$ cat src/sv/assert_macros.svh
// Assertion macros shared by the dispatcher RTL
`ifndef ASSERT_MACROS_SVH
`define ASSERT_MACROS_SVH

// same-cycle implication
`define ASSERT_IMPLIES(label, clk, rst_n, ante, cons, msg) \
    label: assert property (@(posedge clk) disable iff (!rst_n) (ante) |-> (cons)) \
        else $error(msg);

// next-cycle implication
`define ASSERT_NEXT(label, clk, rst_n, ante, cons, msg) \
    label: assert property (@(posedge clk) disable iff (!rst_n) (ante) |=> (cons)) \
        else $error(msg);

`endif

$ cat src/sv/ptd_pkg.sv
// Types, constants and helpers for the periodic task dispatcher
package ptd_pkg;

    localparam int MAX_TASKS    = 8;
    localparam int IDX_W        = (MAX_TASKS > 1) ? $clog2(MAX_TASKS) : 1;
    localparam int RESULT_LIMIT = 8;
    localparam int PERIOD_W     = 32;
    localparam int TICK_W       = 32;
    localparam int BIT_W        = $clog2(TICK_W);
    localparam int FIFO_DEPTH   = 4;
    localparam int FIFO_AW      = $clog2(FIFO_DEPTH);

    typedef enum logic [1:0] {
        MODE_TICK       = 2'd0,
        MODE_CREATE     = 2'd1,
        MODE_SET_ACTIVE = 2'd2,
        MODE_SET_PERIOD = 2'd3
    } mode_t;

    typedef enum logic [2:0] {
        ST_IDLE,
        ST_SCAN,
        ST_LOAD,
        ST_DIV,
        ST_EMIT
    } back_state_t;

    typedef struct packed {
        mode_t                op;
        logic [IDX_W-1:0]     idx;
        logic                 handler_present;
        logic [PERIOD_W-1:0]  period;
        logic                 active;
    } cmd_t;

    // queue status seen by the front and the checks
    typedef struct packed {
        logic full;
        logic empty;
        logic pop;
    } q_stat_t;

    // back-end status seen by the checks
    typedef struct packed {
        logic              tick_done;
        logic [TICK_W-1:0] tick_count;
    } bk_stat_t;

    function automatic logic [2:0] to_due_id(input logic [IDX_W-1:0] idx);
        logic [IDX_W+2:0] ext;
        ext = {3'b000, idx};
        return ext[2:0];
    endfunction

endpackage

$ cat src/sv/ptd_ram.sv
// Generic single-port-write, registered-read RAM
module ptd_ram #(
    parameter int WIDTH  = 32,
    parameter int DEPTH  = 8,
    parameter int ADDR_W = (DEPTH > 1) ? $clog2(DEPTH) : 1
) (
    input  logic              clk,
    input  logic              wr_en,
    input  logic [ADDR_W-1:0] wr_addr,
    input  logic [WIDTH-1:0]  wr_data,
    input  logic [ADDR_W-1:0] rd_addr,
    output logic [WIDTH-1:0]  rd_data
);

    logic [WIDTH-1:0] mem_reg [DEPTH];
    logic [WIDTH-1:0] rd_data_reg;

    always_ff @(posedge clk)
    begin
        if (wr_en)
        begin
            mem_reg[wr_addr] <= wr_data;
        end
        rd_data_reg <= mem_reg[rd_addr];
    end

    assign rd_data = rd_data_reg;

endmodule

$ cat src/sv/ptd_front.sv
// Front end: accepts input items, drops table writes with out-of-range ids, builds queue commands
module ptd_front (
    input  logic                 in_valid,
    output logic                 in_ready,
    input  logic [1:0]           mode,
    input  logic [7:0]           task_id,
    input  logic                 handler_present,
    input  logic [31:0]          period,
    input  logic                 active,
    input  ptd_pkg::q_stat_t     q_stat,
    output logic                 push,
    output ptd_pkg::cmd_t        push_cmd
);
    import ptd_pkg::*;

    mode_t op;
    logic  in_range;

    assign op       = mode_t'(mode);
    assign in_range = ({1'b0, task_id} < 9'(MAX_TASKS));
    assign in_ready = !q_stat.full;

    // ticks always go through; table writes only for ids inside the table
    assign push = in_valid && in_ready && ((op == MODE_TICK) || in_range);

    always_comb
    begin
        push_cmd.op              = op;
        push_cmd.idx             = task_id[IDX_W-1:0];
        push_cmd.handler_present = handler_present;
        push_cmd.period          = period;
        push_cmd.active          = active;
    end

endmodule

$ cat src/sv/ptd_cmd_fifo.sv
// Short command queue between front end and back end
module ptd_cmd_fifo (
    input  logic              clk,
    input  logic              rst_n,
    input  logic              push,
    input  ptd_pkg::cmd_t     push_cmd,
    input  logic              pop,
    output ptd_pkg::cmd_t     head_cmd,
    output logic              head_valid,
    output ptd_pkg::q_stat_t  q_stat
);
    import ptd_pkg::*;

    cmd_t                 fifo_mem_reg [FIFO_DEPTH];
    logic [FIFO_AW-1:0]   wr_ptr_reg, wr_ptr_next;
    logic [FIFO_AW-1:0]   rd_ptr_reg, rd_ptr_next;
    logic [FIFO_AW:0]     count_reg, count_next;
    logic                 do_push, do_pop;
    logic                 full, empty;

    assign full    = (count_reg == (FIFO_AW+1)'(FIFO_DEPTH));
    assign empty   = (count_reg == '0);
    assign do_push = push && !full;
    assign do_pop  = pop && !empty;

    always_comb
    begin
        wr_ptr_next = do_push ? wr_ptr_reg + 1'b1 : wr_ptr_reg;
        rd_ptr_next = do_pop ? rd_ptr_reg + 1'b1 : rd_ptr_reg;
        count_next  = count_reg;
        if (do_push && !do_pop)
        begin
            count_next = count_reg + 1'b1;
        end
        else if (do_pop && !do_push)
        begin
            count_next = count_reg - 1'b1;
        end
    end

    always_ff @(posedge clk or negedge rst_n)
    begin
        if (!rst_n)
        begin
            wr_ptr_reg <= '0;
            rd_ptr_reg <= '0;
            count_reg  <= '0;
        end
        else
        begin
            wr_ptr_reg <= wr_ptr_next;
            rd_ptr_reg <= rd_ptr_next;
            count_reg  <= count_next;
        end
    end

    always_ff @(posedge clk)
    begin
        if (do_push)
        begin
            fifo_mem_reg[wr_ptr_reg] <= push_cmd;
        end
    end

    assign head_cmd     = fifo_mem_reg[rd_ptr_reg];
    assign head_valid   = !empty;
    assign q_stat.full  = full;
    assign q_stat.empty = empty;
    assign q_stat.pop   = pop;

endmodule

$ cat src/sv/ptd_back.sv
// Back end: task table, serial modulo per task, ordered result emission
module ptd_back (
    input  logic                clk,
    input  logic                rst_n,
    input  logic                cmd_valid,
    input  ptd_pkg::cmd_t       cmd,
    output logic                cmd_pop,
    output logic                out_valid,
    input  logic                out_ready,
    output logic [2:0]          due_task,
    output logic                last,
    output ptd_pkg::bk_stat_t   bk_stat
);
    import ptd_pkg::*;

    back_state_t            state_reg, state_next;
    logic [IDX_W-1:0]       idx_reg, idx_next;
    logic [MAX_TASKS-1:0]   present_reg, present_next;
    logic [MAX_TASKS-1:0]   active_reg, active_next;
    logic [MAX_TASKS-1:0]   due_reg, due_next;
    logic [TICK_W-1:0]      tick_reg, tick_next;
    logic [PERIOD_W-1:0]    div_reg, div_next;
    logic [PERIOD_W-1:0]    rem_reg, rem_next;
    logic [BIT_W-1:0]       bit_reg, bit_next;
    logic [2:0]             emit_cnt_reg, emit_cnt_next;
    logic                   out_valid_reg, out_valid_next;
    logic [2:0]             due_task_reg, due_task_next;
    logic                   last_reg, last_next;

    logic                   ram_we;
    logic [PERIOD_W-1:0]    ram_rdata;
    logic                   idx_last;
    logic                   eligible;
    logic [PERIOD_W:0]      rem_sh;
    logic [PERIOD_W:0]      rem_sub;
    logic                   rem_ge;
    logic [PERIOD_W-1:0]    rem_new;
    logic                   slot_free;
    logic [MAX_TASKS-1:0]   due_clr;
    logic                   emit_last;

    ptd_ram #(
        .WIDTH (PERIOD_W),
        .DEPTH (MAX_TASKS)
    ) u_period_ram (
        .clk     (clk),
        .wr_en   (ram_we),
        .wr_addr (cmd.idx),
        .wr_data (cmd.period),
        .rd_addr (idx_reg),
        .rd_data (ram_rdata)
    );

    assign idx_last  = (idx_reg == IDX_W'(MAX_TASKS - 1));
    assign eligible  = present_reg[idx_reg] && active_reg[idx_reg];
    assign slot_free = !out_valid_reg || out_ready;
    assign cmd_pop   = (state_reg == ST_IDLE) && cmd_valid;
    assign ram_we    = cmd_pop && (cmd.op inside {MODE_CREATE, MODE_SET_PERIOD});

    // one restoring-division step: remainder only
    assign rem_sh  = {rem_reg, tick_reg[bit_reg]};
    assign rem_ge  = (rem_sh >= {1'b0, div_reg});
    assign rem_sub = rem_sh - {1'b0, div_reg};
    assign rem_new = rem_ge ? rem_sub[PERIOD_W-1:0] : rem_sh[PERIOD_W-1:0];

    always_comb
    begin
        due_clr          = due_reg;
        due_clr[idx_reg] = 1'b0;
        emit_last        = (due_clr == '0) || (emit_cnt_reg == 3'(RESULT_LIMIT - 1));
    end

    // next state
    always_comb
    begin
        state_next = state_reg;
        case (state_reg)
            ST_IDLE:
            begin
                if (cmd_valid && (cmd.op == MODE_TICK))
                begin
                    state_next = ST_SCAN;
                end
            end
            ST_SCAN:
            begin
                if (eligible)
                begin
                    state_next = ST_LOAD;
                end
                else if (idx_last)
                begin
                    state_next = ST_EMIT;
                end
            end
            ST_LOAD:
            begin
                if (ram_rdata != '0)
                begin
                    state_next = ST_DIV;
                end
                else
                begin
                    state_next = idx_last ? ST_EMIT : ST_SCAN;
                end
            end
            ST_DIV:
            begin
                if (bit_reg == '0)
                begin
                    state_next = idx_last ? ST_EMIT : ST_SCAN;
                end
            end
            ST_EMIT:
            begin
                if (due_reg == '0)
                begin
                    state_next = ST_IDLE;
                end
            end
            default:
            begin
                state_next = ST_IDLE;
            end
        endcase
    end

    // datapath and outputs
    always_comb
    begin
        idx_next       = idx_reg;
        present_next   = present_reg;
        active_next    = active_reg;
        due_next       = due_reg;
        tick_next      = tick_reg;
        div_next       = div_reg;
        rem_next       = rem_reg;
        bit_next       = bit_reg;
        emit_cnt_next  = emit_cnt_reg;
        out_valid_next = out_valid_reg && !out_ready;
        due_task_next  = due_task_reg;
        last_next      = last_reg;

        case (state_reg)
            ST_IDLE:
            begin
                if (cmd_valid)
                begin
                    case (cmd.op)
                        MODE_TICK:
                        begin
                            idx_next      = '0;
                            due_next      = '0;
                            emit_cnt_next = '0;
                        end
                        MODE_CREATE:
                        begin
                            present_next[cmd.idx] = cmd.handler_present;
                            active_next[cmd.idx]  = cmd.active;
                        end
                        MODE_SET_ACTIVE:
                        begin
                            active_next[cmd.idx] = cmd.active;
                        end
                        default:
                        begin
                            // period goes to the RAM
                        end
                    endcase
                end
            end
            ST_SCAN:
            begin
                if (!eligible)
                begin
                    idx_next = idx_last ? '0 : idx_reg + 1'b1;
                end
            end
            ST_LOAD:
            begin
                div_next = ram_rdata;
                rem_next = '0;
                bit_next = BIT_W'(TICK_W - 1);
                if (ram_rdata == '0)
                begin
                    idx_next = idx_last ? '0 : idx_reg + 1'b1;
                end
            end
            ST_DIV:
            begin
                rem_next = rem_new;
                bit_next = bit_reg - 1'b1;
                if (bit_reg == '0)
                begin
                    due_next[idx_reg] = (rem_new == '0);
                    idx_next          = idx_last ? '0 : idx_reg + 1'b1;
                end
            end
            ST_EMIT:
            begin
                if (due_reg == '0)
                begin
                    tick_next = tick_reg + 1'b1;
                end
                else if (!due_reg[idx_reg])
                begin
                    idx_next = idx_reg + 1'b1;
                end
                else if (slot_free)
                begin
                    out_valid_next = 1'b1;
                    due_task_next  = to_due_id(idx_reg);
                    last_next      = emit_last;
                    emit_cnt_next  = emit_cnt_reg + 1'b1;
                    due_next       = emit_last ? '0 : due_clr;
                end
            end
            default:
            begin
            end
        endcase
    end

    always_ff @(posedge clk or negedge rst_n)
    begin
        if (!rst_n)
        begin
            state_reg     <= ST_IDLE;
            idx_reg       <= '0;
            present_reg   <= '0;
            active_reg    <= '0;
            due_reg       <= '0;
            tick_reg      <= '0;
            bit_reg       <= '0;
            emit_cnt_reg  <= '0;
            out_valid_reg <= 1'b0;
        end
        else
        begin
            state_reg     <= state_next;
            idx_reg       <= idx_next;
            present_reg   <= present_next;
            active_reg    <= active_next;
            due_reg       <= due_next;
            tick_reg      <= tick_next;
            bit_reg       <= bit_next;
            emit_cnt_reg  <= emit_cnt_next;
            out_valid_reg <= out_valid_next;
        end
    end

    always_ff @(posedge clk)
    begin
        div_reg      <= div_next;
        rem_reg      <= rem_next;
        due_task_reg <= due_task_next;
        last_reg     <= last_next;
    end

    assign out_valid          = out_valid_reg;
    assign due_task           = due_task_reg;
    assign last               = last_reg;
    assign bk_stat.tick_done  = (state_reg == ST_EMIT) && (due_reg == '0);
    assign bk_stat.tick_count = tick_reg;

endmodule

$ cat src/sv/periodic_task_dispatcher_core.sv
// A table write is applied at the edge where the back end pops it from the queue, which it
// does only while idle. A tick is popped, then each task is visited in id order: skipped if
// absent or suspended, period loaded and skipped if zero, else loaded and put through the
// bit-serial modulo; then the due ids are emitted in ascending order as the output takes them.
// Input transfers continue into the 4-entry queue while a tick is being worked.
// Reset (rst_n, async low) clears the task flags, tick count, queue and output valid.
`include "assert_macros.svh"

module periodic_task_dispatcher_core (
    input  logic        clk,
    input  logic        rst_n,
    input  logic        in_valid,
    output logic        in_ready,
    input  logic [1:0]  mode,
    input  logic [7:0]  task_id,
    input  logic        handler_present,
    input  logic [31:0] period,
    input  logic        active,
    output logic        out_valid,
    input  logic        out_ready,
    output logic [2:0]  due_task,
    output logic        last
);
    import ptd_pkg::*;

    logic     push;
    cmd_t     push_cmd;
    cmd_t     head_cmd;
    logic     head_valid;
    logic     cmd_pop;
    q_stat_t  q_stat;
    bk_stat_t bk_stat;

    ptd_front u_front (
        .in_valid        (in_valid),
        .in_ready        (in_ready),
        .mode            (mode),
        .task_id         (task_id),
        .handler_present (handler_present),
        .period          (period),
        .active          (active),
        .q_stat          (q_stat),
        .push            (push),
        .push_cmd        (push_cmd)
    );

    ptd_cmd_fifo u_fifo (
        .clk        (clk),
        .rst_n      (rst_n),
        .push       (push),
        .push_cmd   (push_cmd),
        .pop        (cmd_pop),
        .head_cmd   (head_cmd),
        .head_valid (head_valid),
        .q_stat     (q_stat)
    );

    ptd_back u_back (
        .clk       (clk),
        .rst_n     (rst_n),
        .cmd_valid (head_valid),
        .cmd       (head_cmd),
        .cmd_pop   (cmd_pop),
        .out_valid (out_valid),
        .out_ready (out_ready),
        .due_task  (due_task),
        .last      (last),
        .bk_stat   (bk_stat)
    );

    `ASSERT_IMPLIES(a_pop_nonempty, clk, rst_n, q_stat.pop, !q_stat.empty, "pop from empty queue")
    `ASSERT_NEXT(a_out_hold, clk, rst_n, out_valid && !out_ready, out_valid && $stable(due_task) && $stable(last), "result changed while stalled")
    `ASSERT_NEXT(a_tick_step, clk, rst_n, bk_stat.tick_done, bk_stat.tick_count == $past(bk_stat.tick_count) + 32'd1, "tick count step")

endmodule
$ cat config.mk
export PLATFORM = sky130hd
export DESIGN_NAME = periodic_task_dispatcher_core
export DESIGN_NICKNAME = d
export VERILOG_FILES = /design/src/sv/ptd_pkg.sv /design/src/sv/ptd_ram.sv /design/src/sv/ptd_front.sv /design/src/sv/ptd_cmd_fifo.sv /design/src/sv/ptd_back.sv /design/src/sv/periodic_task_dispatcher_core.sv
export VERILOG_INCLUDE_DIRS = /design/src /design/src/sv
export SDC_FILE = /design/constraint.sdc
export NUM_CORES = 1
export LEC_CHECK = 0
export ABC_CLOCK_PERIOD_IN_PS = 8650
export BUFFER_PORTS_ARGS = -buffer_cell sky130_fd_sc_hd__buf_4
export CAP_MARGIN = 20
export CORE_MARGIN = 10
export CORE_UTILIZATION = 40
export DETAILED_ROUTE_END_ITERATION = 10
export PLACE_DENSITY = 0.63
export SLEW_MARGIN = 10
export SYNTH_ARGS = -nofsm -noshare
export SYNTH_HDL_FRONTEND = slang
export SYNTH_SLANG_ARGS = --single-unit
export TNS_END_PERCENT = 5
$ cat constraint.sdc
create_clock -name clk -period 8.65 [get_ports clk]
set_input_delay 0.4325 -clock clk [delete_from_list [all_inputs] [get_ports clk]]
set_output_delay 0.4325 -clock clk [all_outputs]
set_load 0.05 [all_outputs]
### Yosys cells after proc, flatten, opt, wreduce, memory -nomap -nowiden

Memories as Yosys holds them, arrays and structs flattened. A register that Yosys moved wholly into a read port is not among the register bits.
Index checks and enable logic that the tools add are counted.

* memories kept: 2
* word-level logic and storage cells: 164
* bits in registers: 146
* RAM bits: 412

Memories
* u_back.u_period_ram.mem_reg: depth 8, bits a word 32, read ports 1, clocked after Yosys merged registers in 1, write ports 1, RTL line ptd_ram.sv:15 `logic [WIDTH-1:0] mem_reg [DEPTH];`
* u_fifo.fifo_mem_reg: depth 4, bits a word 39, read ports 1, clocked after Yosys merged registers in 0, write ports 1, RTL line ptd_cmd_fifo.sv:14 `cmd_t fifo_mem_reg [FIFO_DEPTH];`

* equal/unequal tests: 22
* reductions and logical operators: 47
* bitwise gates (word level): 4
* mux-type cells: 57
* order comparisons: 7
* $add $sub $neg: 9

Operators by type and width (number)
* 32-bit logical NOT: 2
* 32-bit one-hot mux with 2 select lines: 1
* 3-bit 2-to-1 mux: 20
* 8-bit 2-to-1 mux: 7
* 33-bit by 32-bit >= comparator with 1-bit output: 1
* 32-bit by 1-bit adder with 32-bit output, second input constant: 1
* 32-bit 2-to-1 mux: 1
* 32-bit nonzero test: 1
* 32-bit subtractor: 1
* 3-bit one-hot mux with 5 select lines: 2
* 8-bit bitwise mux: 3
* 8-bit one-hot mux with 3 select lines: 1
* 8-bit logical NOT: 2
* 1-bit 2-to-1 mux: 14
* 1-bit logical AND: 13
* 3-bit equality test, second input constant: 4
* 2-bit inequality test, second input constant: 6
* 2-bit by 1-bit inequality test with 1-bit output, second input constant: 5
* 5-bit one-hot mux with 2 select lines: 1
* 3-bit by 1-bit adder with 3-bit output, second input constant: 3
* 1-bit binary-select mux with 3-bit select: 3
* 8-bit bitwise AND: 1
* 3-bit by 4-bit < comparator with 1-bit output, second input constant: 2
* 8-bit by 4-bit < comparator with 1-bit output, second input constant: 1
* 30 further kinds: 50

### Longest topological paths before layout

Gate-level depths: netlist (run 1).

* depth in word-level cells: 13
* mapped depth: 15
* depth with buffers taken out: 14

### Modules after synthesis

From an unflattened synthesis (run 1), not the netlist that was laid out.

* cell total of the unflattened synthesis: 1616
* area, all modules: 25644.6 µm²

By module, submodules not included
* ptd_ram: area an instance 10466.3 µm², instances 1, cells an instance 415
* ptd_back: area an instance 8708.4 µm², instances 1, cells an instance 914
* ptd_cmd_fifo: area an instance 6139.6 µm², instances 1, cells an instance 243
* ptd_front: area an instance 330.3 µm², instances 1, cells an instance 44

### Worst setup path before layout (run 1)

Ideal clock, no wire load.

* path kind: register to register
* from: register u_back.bit_reg[1]
* to: register u_back.due_reg[0]
* arrival time: 4.120 ns
* setup slack: 4.434 ns
* clock period less this slack: 4.216 ns
* buffers on the path: 1
* cell stages (with the launch flop): 16
* cell sequence: dfrtp_1 clkbuf_1 mux4_2 mux4_2 mux2i_1 ha_1 fa_1 nand2b_1 a211oi_2 o2111ai_1 a21oi_2 nor4_1 o22ai_1 o41ai_1 o2111ai_2 o31ai_1

* longest elaborated chain between the ends: 8
* elaborated cells on any way between the ends: 12

RTL lines
* start: declaration: RTL line ptd_back.sv:24 `logic [BIT_W-1:0] bit_reg, bit_next;`
* start signal: assignment: RTL line ptd_back.sv:246 `bit_reg <= bit_next;`
* 1-bit binary-select mux with 5-bit select: RTL line ptd_back.sv:61 `assign rem_sh = {rem_reg, tick_reg[bit_reg]};`
* 1-bit 2-to-1 mux (implied by the code): RTL line ptd_back.sv:61
* 32-bit subtractor / 33-bit by 32-bit >= comparator with 1-bit output (equally long branches): RTL line ptd_back.sv:63, ptd_back.sv:62
* 32-bit 2-to-1 mux: RTL line ptd_back.sv:64 `assign rem_new = rem_ge ? rem_sub[PERIOD_W-1:0] : rem_sh[PERIOD_W-1:0];`
* 32-bit logical NOT: RTL line ptd_back.sv:195 `due_next[idx_reg] = (rem_new == '0);`
* 8-bit bitwise mux: RTL line ptd_back.sv:195
* 8-bit 2-to-1 mux: RTL line ptd_back.sv:193 `if (bit_reg == '0)`
* 8-bit one-hot mux with 3 select lines: RTL line ptd_back.sv:144 `case (state_reg)`
* end signal: assignment: RTL line ptd_back.sv:244 `due_reg <= due_next;`
* end: declaration: RTL line ptd_back.sv:20 `logic [MAX_TASKS-1:0] due_reg, due_next;`

Several ways; a longest one is shown, not always the timed one. The select of a mux whose other input is x is not followed.
A chain may end at the register's enable or synchronous reset.

### Worst setup path after layout (run 1)

* from: register u_back.bit_reg[0]
* to: register u_back.due_reg[5]

The elaborated chain is that of the path after synthesis.

==> results of run 1 <==
==> where the power goes <==
| part | switching [uW] | total [uW] | internal, uW |
|---|---|---|---|
| clock | 1030 | 2410 | 1380 |
| combinational | 1330 | 2060 | 724 |
| sequential | 248 | 3930 | 3680 |
==> kinds of logic after synthesis <==
kind of cell / count (synthesis) / share of synthesized area, %
AO/OA/AOI/OAI: 349 / 10.10
XOR/XNOR: 61 / 2.159
adder cells (fa/ha/maj): 48 / 2.487
buffers and inverters: 133 / 2.548
flip-flops: 590 / 68.71
multiplexers: 76 / 5.697
AND/OR/NAND/NOR: 407 / 8.301
==> layer usage <==
metal / part of all wire (%) / vias up / track usage [%] / routed length [um]
li1: - / 6669 / - / -
met1: 44 / 7450 / 20.59 / 24570
met2: 48 / 413 / 25.57 / 26910
met3: 4.9 / 104 / 2.252 / 2727
met4: 2.3 / 0 / 4.342 / 1292
met5: 0 / - / 0 / 0
==> cell usage after synthesis, drive strengths merged (28+ instances only) <==
cell type | n | area [um2]
a21oi | 63 | 334.1
a22oi | 132 | 991.0
buf | 28 | 186.4
clkbuf | 49 | 234.0
dfrtp | 78 | 1952
dfxtp | 32 | 640.6
edfxtp | 480 | 14410
ha | 46 | 575.6
inv | 56 | 210.2
mux4 | 50 | 1126
nand2 | 106 | 400.4
nand4 | 61 | 381.6
nor2 | 95 | 356.6
o21ai | 40 | 204.0
xnor2 | 44 | 385.4
==> per-stage QoR <==
stage / hold WS (ns) / utilization (%) / total power [uW] / cell area [um2] / std cells
5_1_grt: 0.003182 / 45.52 / 8814 / 27990 / 2576
2_1_floorplan: 0.1369 / - / 5337 / 24750 / 1664
6_report: 0.03286 / 45.52 / 8399 / 27990 / 2576
3_5_place_dp: 0.4211 / 42.33 / 6035 / 26030 / 2457
3_3_place_gp: 0.4138 / 42.33 / 5979 / 26030 / 2457
4_1_cts: 0.0009576 / 45.46 / 8451 / 27950 / 2574
==> worst paths after layout <==
| check | start | end |
|---|---|---|
| hold / removal | period[28] | u_fifo.fifo_mem_reg[0][29]$_DFFE_PP_ |
| max in group asynchronous | rst_n | u_back.due_reg[2]$_DFFE_PN0P_ |
| setup reg to reg | u_back.bit_reg[0]$_DFFE_PN0P_ | u_back.due_reg[5]$_DFFE_PN0P_ |
| setup / recovery | u_back.bit_reg[0]$_DFFE_PN0P_ | u_back.due_reg[5]$_DFFE_PN0P_ |
| hold reg to reg | u_back.u_period_ram.rd_data[25]$_DFF_P_ | u_back.div_reg[25]$_DFFE_PP_ |
| min in group asynchronous | rst_n | u_fifo.wr_ptr_reg[0]$_DFFE_PN0P_ |
==> what timing repair did <==
item                                   CTS  global route
endpoints found under the hold margin   33            18
resized for setup                        0             0
hold buffers                             9             1
==> area by class of cell <==
| class | count | area share (%) |
|---|---|---|
| Sequential cell | 590 | 60.78 |
| Multi-Input combinational cell | 941 | 25.80 |
| Clock buffer | 80 | 5.548 |
| Tap cell | 790 | 3.532 |
| Timing Repair Buffer | 91 | 2.602 |
| Clock inverter | 28 | 0.9881 |
| Inverter | 56 | 0.7511 |
==> reports/qor.csv, run 1 <==
metric;value;unit
run status;finished, final reports clean;
post-synth net total;1760;
row cnt;91;
Fill cells;5335;
critical-path cell list;mux4_2, mux4_2, mux2i_1, ha_1, and2b_1, o2111ai_1, a2111oi_1, o211ai_1, and3_2, nand2_1, a32oi_1, o2111ai_2, o31ai_1;
Ys Warns;0;
Avg Inst Size Synth;14.87;um2
FMAX;192.5;MHz
number of flip-flops in the largest register;256;
final hold vios;0;
Slowest-stage cell, CP;and3_2;
largest net degree at the start of global routing;79;
dominant synthesized flop cell;edfxtp_1;
Tmin final;5.194;ns
total grt overflow;0;
vias in the first global route;14870;
Die Wd;268.7;um
post-synthesis instance total;1664;
RePlAce Congestion;0.9071;
WP depth;13;
clk root buf;clkbuf_16;
CP required;9.14;ns
Post-Place Worst Slack;3.404;ns
first-pass GRT wire length;86.71;mm
initial antenna violation count;0;
CP dominant cell by count;mux4_2;
CORE AREA;61480;um2
Setup WS post-layout;3.456;ns
Mapped Area;24750;um2
wire length per cell;21.55;um
final setup fails;0;
setup tns final;0;ns
worst skew pair latency;0.61;ns
Die Y;268.7;um
Initial Utilization;40.25;%
r2r setup slk;3.46;ns
RSZ-0062 raised after global routing;false;
CTS clk-pin slew, worst paths;0.06;ns
WP buf/inv;0;
antenna viol nets, final;0;
async set-reset flop share out of synthesis;13.22;%
Static Leak;0.009699;uW
Via Count;14640;
Worst-Margin Slew;1.110;ns
DP HPWL;34.47;mm
# DRC;0;
total die area;72220;um2
Hold WC Path Type;in -> reg;
crit path capture type;register;
most frequent cells in the layout;edfxtp_1 (480), a22oi_1 (132), nand2_1 (105);
Slew headroom;25.57;%
clk sinks;590;
footprint of the multi-input gates;7221;um2
GRT Util Overall;15.32;%
critical path class;reg -> reg;
final period utilization;60.05;%
Max Root-Sink Buffers;3;
I/O pin count;54;
CP Data Arrival Time;5.68;ns
Worst Clk Skew;0.02212;ns
cell depth of the worst hold path;1;
sequential-to-total area share from yosys stat;68.71;%
TritonCTS clock tree;yes;
H-tree levels;2;
drt first pass iters;5;
Area Growth Syn to Fin;13.07;%
1st-iter DRT viols;1188;
Post-synth EDFFs;480;
maxcap violations;0;
CP peak stage delay;0.74;ns
post-CTS setup buffers;0;
synth unique cells;91;
via/cell ratio;5.682;
# nets final;1833;
port buffer count;53;
diode count;0;
DRT Wirelength;55.50;mm
Worst path top cell family by delay;compound AO/OA/AOI/OAI gates;
layout cells sized above 1;16.46;%
most common cell after layout, fill and taps aside;edfxtp_1;
worst vdd ir;0.2585;mV
Crit Path Max Fanout;41;
FF/Latch Area;17010;um2
Slew Viols, Final;0;
Worst R2R Path Depth;13;
PwrDens;300.1;nW/um2
number of buffers created by CTS;57;
Synth Register Bits;590;
crit start category;register;
Power figures use the tool's default switching activity.
==> run 2, diff against run 1 <==
--- a/config.mk
+++ b/config.mk
@@ -6,7 +6,8 @@
 export SDC_FILE = /design/constraint.sdc
 export NUM_CORES = 1
 export LEC_CHECK = 0
-export ABC_CLOCK_PERIOD_IN_PS = 8650
+export ABC_AREA = 1
+export ABC_CLOCK_PERIOD_IN_PS = 5300
 export BUFFER_PORTS_ARGS = -buffer_cell sky130_fd_sc_hd__buf_4
 export CAP_MARGIN = 20
 export CORE_MARGIN = 10
==> constraint.sdc (replaced) <==
create_clock -name clk -period 5.3 [get_ports clk]
set_input_delay 0.265 -clock clk [delete_from_list [all_inputs] [get_ports clk]]
set_output_delay 0.265 -clock clk [all_outputs]
set_load 0.05 [all_outputs]
==> reports/qor.csv, run 2 <==
metric;value;unit;change
Top Layer Used;met5;;
CORE AREA;63200;um2;+2.8%
Synth area leader;edfxtp_1;;
run status;finished, final reports clean;;
final period utilization;79.70;%;+20 points
final core occ;46.43;%;+0.91 points
largest net degree at the start of global routing;80;;+1.3%
Hold Buf Count CTS;41;;+32
DRT Wirelength;60.09;mm;+8.3%
RSZ-0062 raised after global routing;false;;
Tmin final;4.224;ns;-0.9704 ns
critical path class;reg -> reg;;
clk sinks;590;;unchanged
post-synthesis instance total;2316;;+39%
most common cell after layout, fill and taps aside;nand2_1;;
worst vdd ir;0.3775;mV;+46%
CTS clk-pin slew, worst paths;0.06;ns;about the same
total grt overflow;0;;unchanged
Fill cells;5702;;+6.9%
Max Root-Sink Buffers;3;;unchanged
maxcap violations;0;;unchanged
Ys Warns;0;;unchanged
via/cell ratio;5.188;;-8.7%
crit start category;register;;
Synth area leaders;edfxtp_1 (56%), nand2_1 (7.8%), dfrtp_1 (7.6%);;
metal3 WL;3.785;mm;+39%
diode count;0;;unchanged
Slew Viols, Final;0;;unchanged
Worst-Margin Slew;0.9899;ns;-0.1205 ns
Post-Place Cell Area;27110;um2;+4.1%
antenna viol nets, final;0;;unchanged
Hold WC Path Type;in -> async;;
GRT Util Overall;15.82;%;+0.50 points
Crit Path Max Fanout;33;;-20%
first-pass GRT wire length;94.16;mm;+8.6%
Worst Clk Skew;0.02231;ns;+0.0001976 ns
Setup WS post-layout;1.076;ns;-2.380 ns
number of buffers created by CTS;55;;-3.5%
Post-synth EDFFs;480;;unchanged
met2 WL;28.24;mm;+4.9%
Synth Register Bits;590;;unchanged
final hold vios;0;;unchanged
drt first pass iters;6;;+1
post-synth top area share;56.29;%;-1.9 points
total die area;74530;um2;+3.2%
dominant synthesized flop cell;edfxtp_1;;
Metal-1 WL;27.05;mm;+10%
most common library cells after synthesis;nand2_1 (535), edfxtp_1 (480), inv_1 (254);;
setup tns final;0;ns;unchanged
worst skew pair latency;0.60;ns;about the same
post-synth net total;2412;;+37%
vias in the first global route;16820;;+13%
Static Leak;0.01136;uW;+17%
Slowest-stage cell, CP;dfrtp_1;;
RePlAce Congestion;0.9086;;+0.17%
initial antenna violation count;1;;+1
FMAX;236.7;MHz;+23%
I/O pin count;54;;unchanged
CP dominant cell by count;nand2_1;;
number of flip-flops in the largest register;256;;unchanged
crit path capture type;register;;
row cnt;92;;+1.1%
PwrDens;511.4;nW/um2;+70%
port buffer count;53;;unchanged
Avg Inst Size Synth;11.06;um2;-26%
Mapped Area;25610;um2;+3.5%
Die Y;273.0;um;+1.6%
most frequent cells in the layout;nand2_1 (535), edfxtp_1 (480), inv_1 (253);;
Post-Layout Inst Area;29340;um2;+4.8%
synth unique cells;50;;-45%
wire length per cell;18.09;um;-16%
CP peak stage delay;0.58;ns;-0.16 ns
Area Growth Syn to Fin;14.58;%;
Initial Utilization;40.52;%;+0.26 points
top-count cell post-synth;nand2_1;;
1st-iter DRT viols;1449;;+22%
# DRC;0;;unchanged
H-tree levels;2;;unchanged
sequential-to-total area share from yosys stat;66.42;%;-2.3 points
CP required;5.82;ns;-3.32 ns
TritonCTS clock tree;yes;;
post-CTS setup buffers;0;;unchanged
layout cells sized above 1;9.051;%;-7.4 points
Total Power;15000;uW;+79%
Die Wd;273.0;um;+1.6%
CP Data Arrival Time;4.74;ns;-0.94 ns
DP HPWL;38.63;mm;+12%
# nets final;2527;;+38%
clk root buf;clkbuf_16;;
Post-Place Worst Slack;1.154;ns;-2.250 ns
Slew headroom;33.85;%;+8.3 points
Via Count;17230;;+18%
cts repair resizes;0;;unchanged
async set-reset flop share out of synthesis;13.22;%;unchanged
final setup fails;0;;unchanged
-- run 2: layout make-up --
class	count	area [um2]	share of cell area, %
clock buffers	72	1524	5.194
clock inverters	29	271.5	0.9254
inverters	262	983.4	3.352
multi-input cells	1397	7433	25.34
flip-flops and latches	590	17010	57.97
well taps	846	1059	3.608
repair buffers	125	1061	3.616
-- run 2: worst paths after layout --
check / start / to / slack, ns / cells after the start
min: rst_n / u_back.active_reg[3]$_DFFE_PN0P_ / 0.08 / 2
min reg2reg: u_back.u_period_ram.rd_data[6]$_DFF_P_ / u_back.div_reg[6]$_DFFE_PP_ / 0.43 / 0
max: u_back.bit_reg[1]$_DFFE_PN0P_ / u_back.due_reg[5]$_DFFE_PN0P_ / 1.08 / 25
max reg2reg: u_back.bit_reg[1]$_DFFE_PN0P_ / u_back.due_reg[5]$_DFFE_PN0P_ / 1.08 / 25
min in group clk: in_valid / u_fifo.wr_ptr_reg[0]$_DFFE_PN0P_ / 0.34 / 3
max in group asynchronous: rst_n / u_back.due_reg[0]$_DFFE_PN0P_ / 4.63 / 3
-- run 2: logic make-up (layout without fill, tap and decap cells) --
group / after synthesis / count (layout) / synth area share, %
AND/OR/NAND/NOR: 968 / 968 / 16.39
flip-flops: 590 / 590 / 66.42
AO/OA/AOI/OAI: 331 / 331 / 8.116
buffers and inverters: 329 / 488 / 4.955
XOR/XNOR: 49 / 49 / 1.676
adder cells (fa/ha/maj): 48 / 48 / 2.404
multiplexers: 1 / 1 / 0.04397
-- run 2: worst max-delay path: cells and delay by family (launching register included) --
| kind | cells | cell delay [ns] |
|---|---|---|
| buffers and inverters | 2 | 0.38 |
| flip-flops | 1 | 0.58 |
| adder cells (fa/ha/maj) | 1 | 0.23 |
| AND/OR/NAND/NOR | 17 | 2.31 |
| AO/OA/AOI/OAI | 5 | 0.62 |
-- run 2: report_power, final --
group	leakage, uW	switching (uW)	internal (uW)
logic	0.00485	3210	1280
registers	0.00563	338	6260
clock network	0.000883	1650	2260
total	0.0114	5200	9800
-- run 2: layer usage --
layer	track usage, %	vias to the layer above
li1	-	8268
met1	21.60	8345
met2	26.07	541
met3	2.576	73
met4	3.737	2
met5	0	-
-- run 2: per-stage QoR --
step,hold WS (ns),std cells
global route,0.1039,3321
finish,0.08054,3321
detailed placement,0.4160,3178
floorplan,-0.03059,2316
global placement,0.4200,3178
CTS,0.3185,3320
==> run 3, diff against run 2 <==
--- a/config.mk
+++ b/config.mk
@@ -7,7 +7,7 @@
 export NUM_CORES = 1
 export LEC_CHECK = 0
 export ABC_AREA = 1
-export ABC_CLOCK_PERIOD_IN_PS = 5300
+export ABC_CLOCK_PERIOD_IN_PS = 4340
 export BUFFER_PORTS_ARGS = -buffer_cell sky130_fd_sc_hd__buf_4
 export CAP_MARGIN = 20
 export CORE_MARGIN = 10
==> constraint.sdc (replaced) <==
create_clock -name clk -period 4.34 [get_ports clk]
set_input_delay 0.217 -clock clk [delete_from_list [all_inputs] [get_ports clk]]
set_output_delay 0.217 -clock clk [all_outputs]
set_load 0.05 [all_outputs]
==> reports/qor.csv, run 3 (synthesis gave the netlist of run 2 again) <==
metric;value;unit;change
run status;finished, final reports clean;;
Reg-to-Reg End;u_back.due_reg[6]$_DFFE_PN0P_;;
Slew Viols, Final;0;;unchanged
RePlAce Congestion;0.8854;;-2.6%
Slew headroom;33.62;%;-0.23 points
port buffer count;53;;unchanged
Worst-Margin Slew;0.9933;ns;+0.003372 ns
Worst Clk Skew;0.02001;ns;-0.002307 ns
clk sinks;590;;unchanged
layout cells sized above 1;8.996;%;-0.055 points
Hold WC Path Type;in -> async;;
CP required;4.87;ns;-0.95 ns
post-CTS setup buffers;0;;unchanged
Crit Path Max Fanout;11;;-67%
wire length per cell;18.11;um;+0.10%
critical path class;reg -> reg;;
Layout Cells excl Fill;3325;;+0.12%
final period utilization;91.01;%;+11 points
final setup fails;0;;unchanged
Setup WS post-layout;0.3902;ns;-0.6859 ns
# nets final;2532;;+0.20%
initial antenna violation count;0;;-1
Total Power;18350;uW;+22%
drt first pass iters;5;;-1
CP dominant cell by count;nand2_1;;
WP buf/inv;2;;unchanged
Static Leak;0.01137;uW;about the same
reg2reg start;u_back.bit_reg[0]$_DFFE_PN0P_;;
number of flip-flops in the largest register;256;;unchanged
Worst path top cell family by delay;simple AND/OR/NAND/NOR gates;;
Worst R2R Path Depth;28;;+12%
H-tree levels;2;;unchanged
diode count;0;;unchanged
worst vdd ir;0.4552;mV;+21%
Initial Utilization;40.52;%;unchanged
Placed Cells;3182;;+0.13%
largest net degree at the start of global routing;79;;-1.3%
clk root buf;clkbuf_16;;
I/O pin count;54;;unchanged
r2r setup slk;0.39;ns;-0.69 ns
final hold vios;0;;unchanged
Max Root-Sink Buffers;3;;unchanged
via/cell ratio;5.122;;-1.3%
total grt overflow;0;;unchanged
maxcap violations;0;;unchanged
# DRC;0;;unchanged
crit start category;register;;
antenna viol nets, final;0;;unchanged
total die area;74530;um2;unchanged
vias in the first global route;17100;;+1.7%
crit path capture type;register;;
PwrDens;624.8;nW/um2;+22%
row cnt;92;;unchanged
DRT Wirelength;60.22;mm;+0.22%
Tmin final;3.950;ns;-0.2741 ns
CORE AREA;63200;um2;unchanged
CTS clk-pin slew, worst paths;0.06;ns;about the same
CP peak stage delay;0.41;ns;-0.17 ns
most common cell after layout, fill and taps aside;nand2_1;;
TritonCTS clock tree;yes;;
Die Wd;273.0;um;unchanged
CP Data Arrival Time;4.48;ns;-0.26 ns
Via Count;17030;;-1.2%
Area Growth Syn to Fin;14.68;%;about the same
first-pass GRT wire length;96.04;mm;+2.0%
most frequent cells in the layout;nand2_1 (535), edfxtp_1 (480), inv_1 (253);;
number of buffers created by CTS;56;;+1.8%
FMAX;253.2;MHz;+6.9%
worst skew pair latency;0.61;ns;about the same
DP HPWL;38.97;mm;+0.88%
Post-Place Worst Slack;0.2781;ns;-0.8764 ns
1st-iter DRT viols;1269;;-12%
GRT Util Overall;16.03;%;+0.21 points
Die Y;273.0;um;unchanged
Slowest-stage cell, CP;fa_1;;
==> run 3: cell count changes in the layout (fill, tap and decap cells not counted), moves of 2 or more <==
cell       delta
clkinv_2      -6
clkinv_1      -3
clkbuf_16     -2
clkbuf_1      +9
buf_4         +4
==> run 3: worst max-delay path by stage <==
stage                                      from  cells after the start                                           to  slack, ns
2_1_floorplan  u_fifo.rd_ptr_reg[0]$_DFFE_PN0P_                      7  u_back.u_period_ram.mem_reg[0][0]$_DFFE_PP_       0.16
5_1_grt           u_back.bit_reg[0]$_DFFE_PN0P_                     29                u_back.due_reg[1]$_DFFE_PN0P_    -0.0009
6_report          u_back.bit_reg[0]$_DFFE_PN0P_                     28                u_back.due_reg[6]$_DFFE_PN0P_       0.39
3_5_place_dp      u_back.bit_reg[0]$_DFFE_PN0P_                     28                u_back.due_reg[6]$_DFFE_PN0P_       0.28
3_3_place_gp      u_back.bit_reg[0]$_DFFE_PN0P_                     28                u_back.due_reg[6]$_DFFE_PN0P_       0.43
4_1_cts           u_back.bit_reg[0]$_DFFE_PN0P_                     28                u_back.due_reg[6]$_DFFE_PN0P_       0.26
==> run 3: metrics by stage <==
step	hold slack [ns]	TNS, ns	util [%]	area (um2)
after detailed placement	0.4203	0	42.94	27140
after global routing	0.06586	-0.0008762	46.47	29360
after global placement	0.4155	0	42.94	27140
after floorplan	-0.07859	0	-	25610
after CTS	0.2571	0	46.41	29330
final	0.04078	0	46.47	29360
==> run 3: power breakdown <==
part / leakage, uW / total, uW / switching [uW] / internal, uW
registers: 0.00563 / 8080 / 436 / 7650
clock network: 0.000867 / 4800 / 2030 / 2770
logic: 0.00487 / 5460 / 3900 / 1560
==> run 3: layer usage <==
layer / up-vias / track usage, % / share of wire, %
met2: 404 / 27.38 / 49
met4: 0 / 3.984 / 2.0
met3: 92 / 2.480 / 4.6
li1: 8281 / - / -
met5: - / 0 / 0
met1: 8252 / 21.07 / 45
==> run 3: area by class of cell <==
type,instances,area [um2]
clock buffer,79,1508
clock inverter,22,276.5
fill,5690,33830
inverter,262,987.2
multi-input combinational,1397,7436
sequential,590,17010
tap,846,1059
timing repair buffer,129,1091
==> run 3: what timing repair did <==
item | CTS | global route
endpoints found under the setup margin | 0 | 8
hold buffers | 41 | 0
endpoints found under the hold margin | 235 | 0
gates resized for setup | 0 | 2
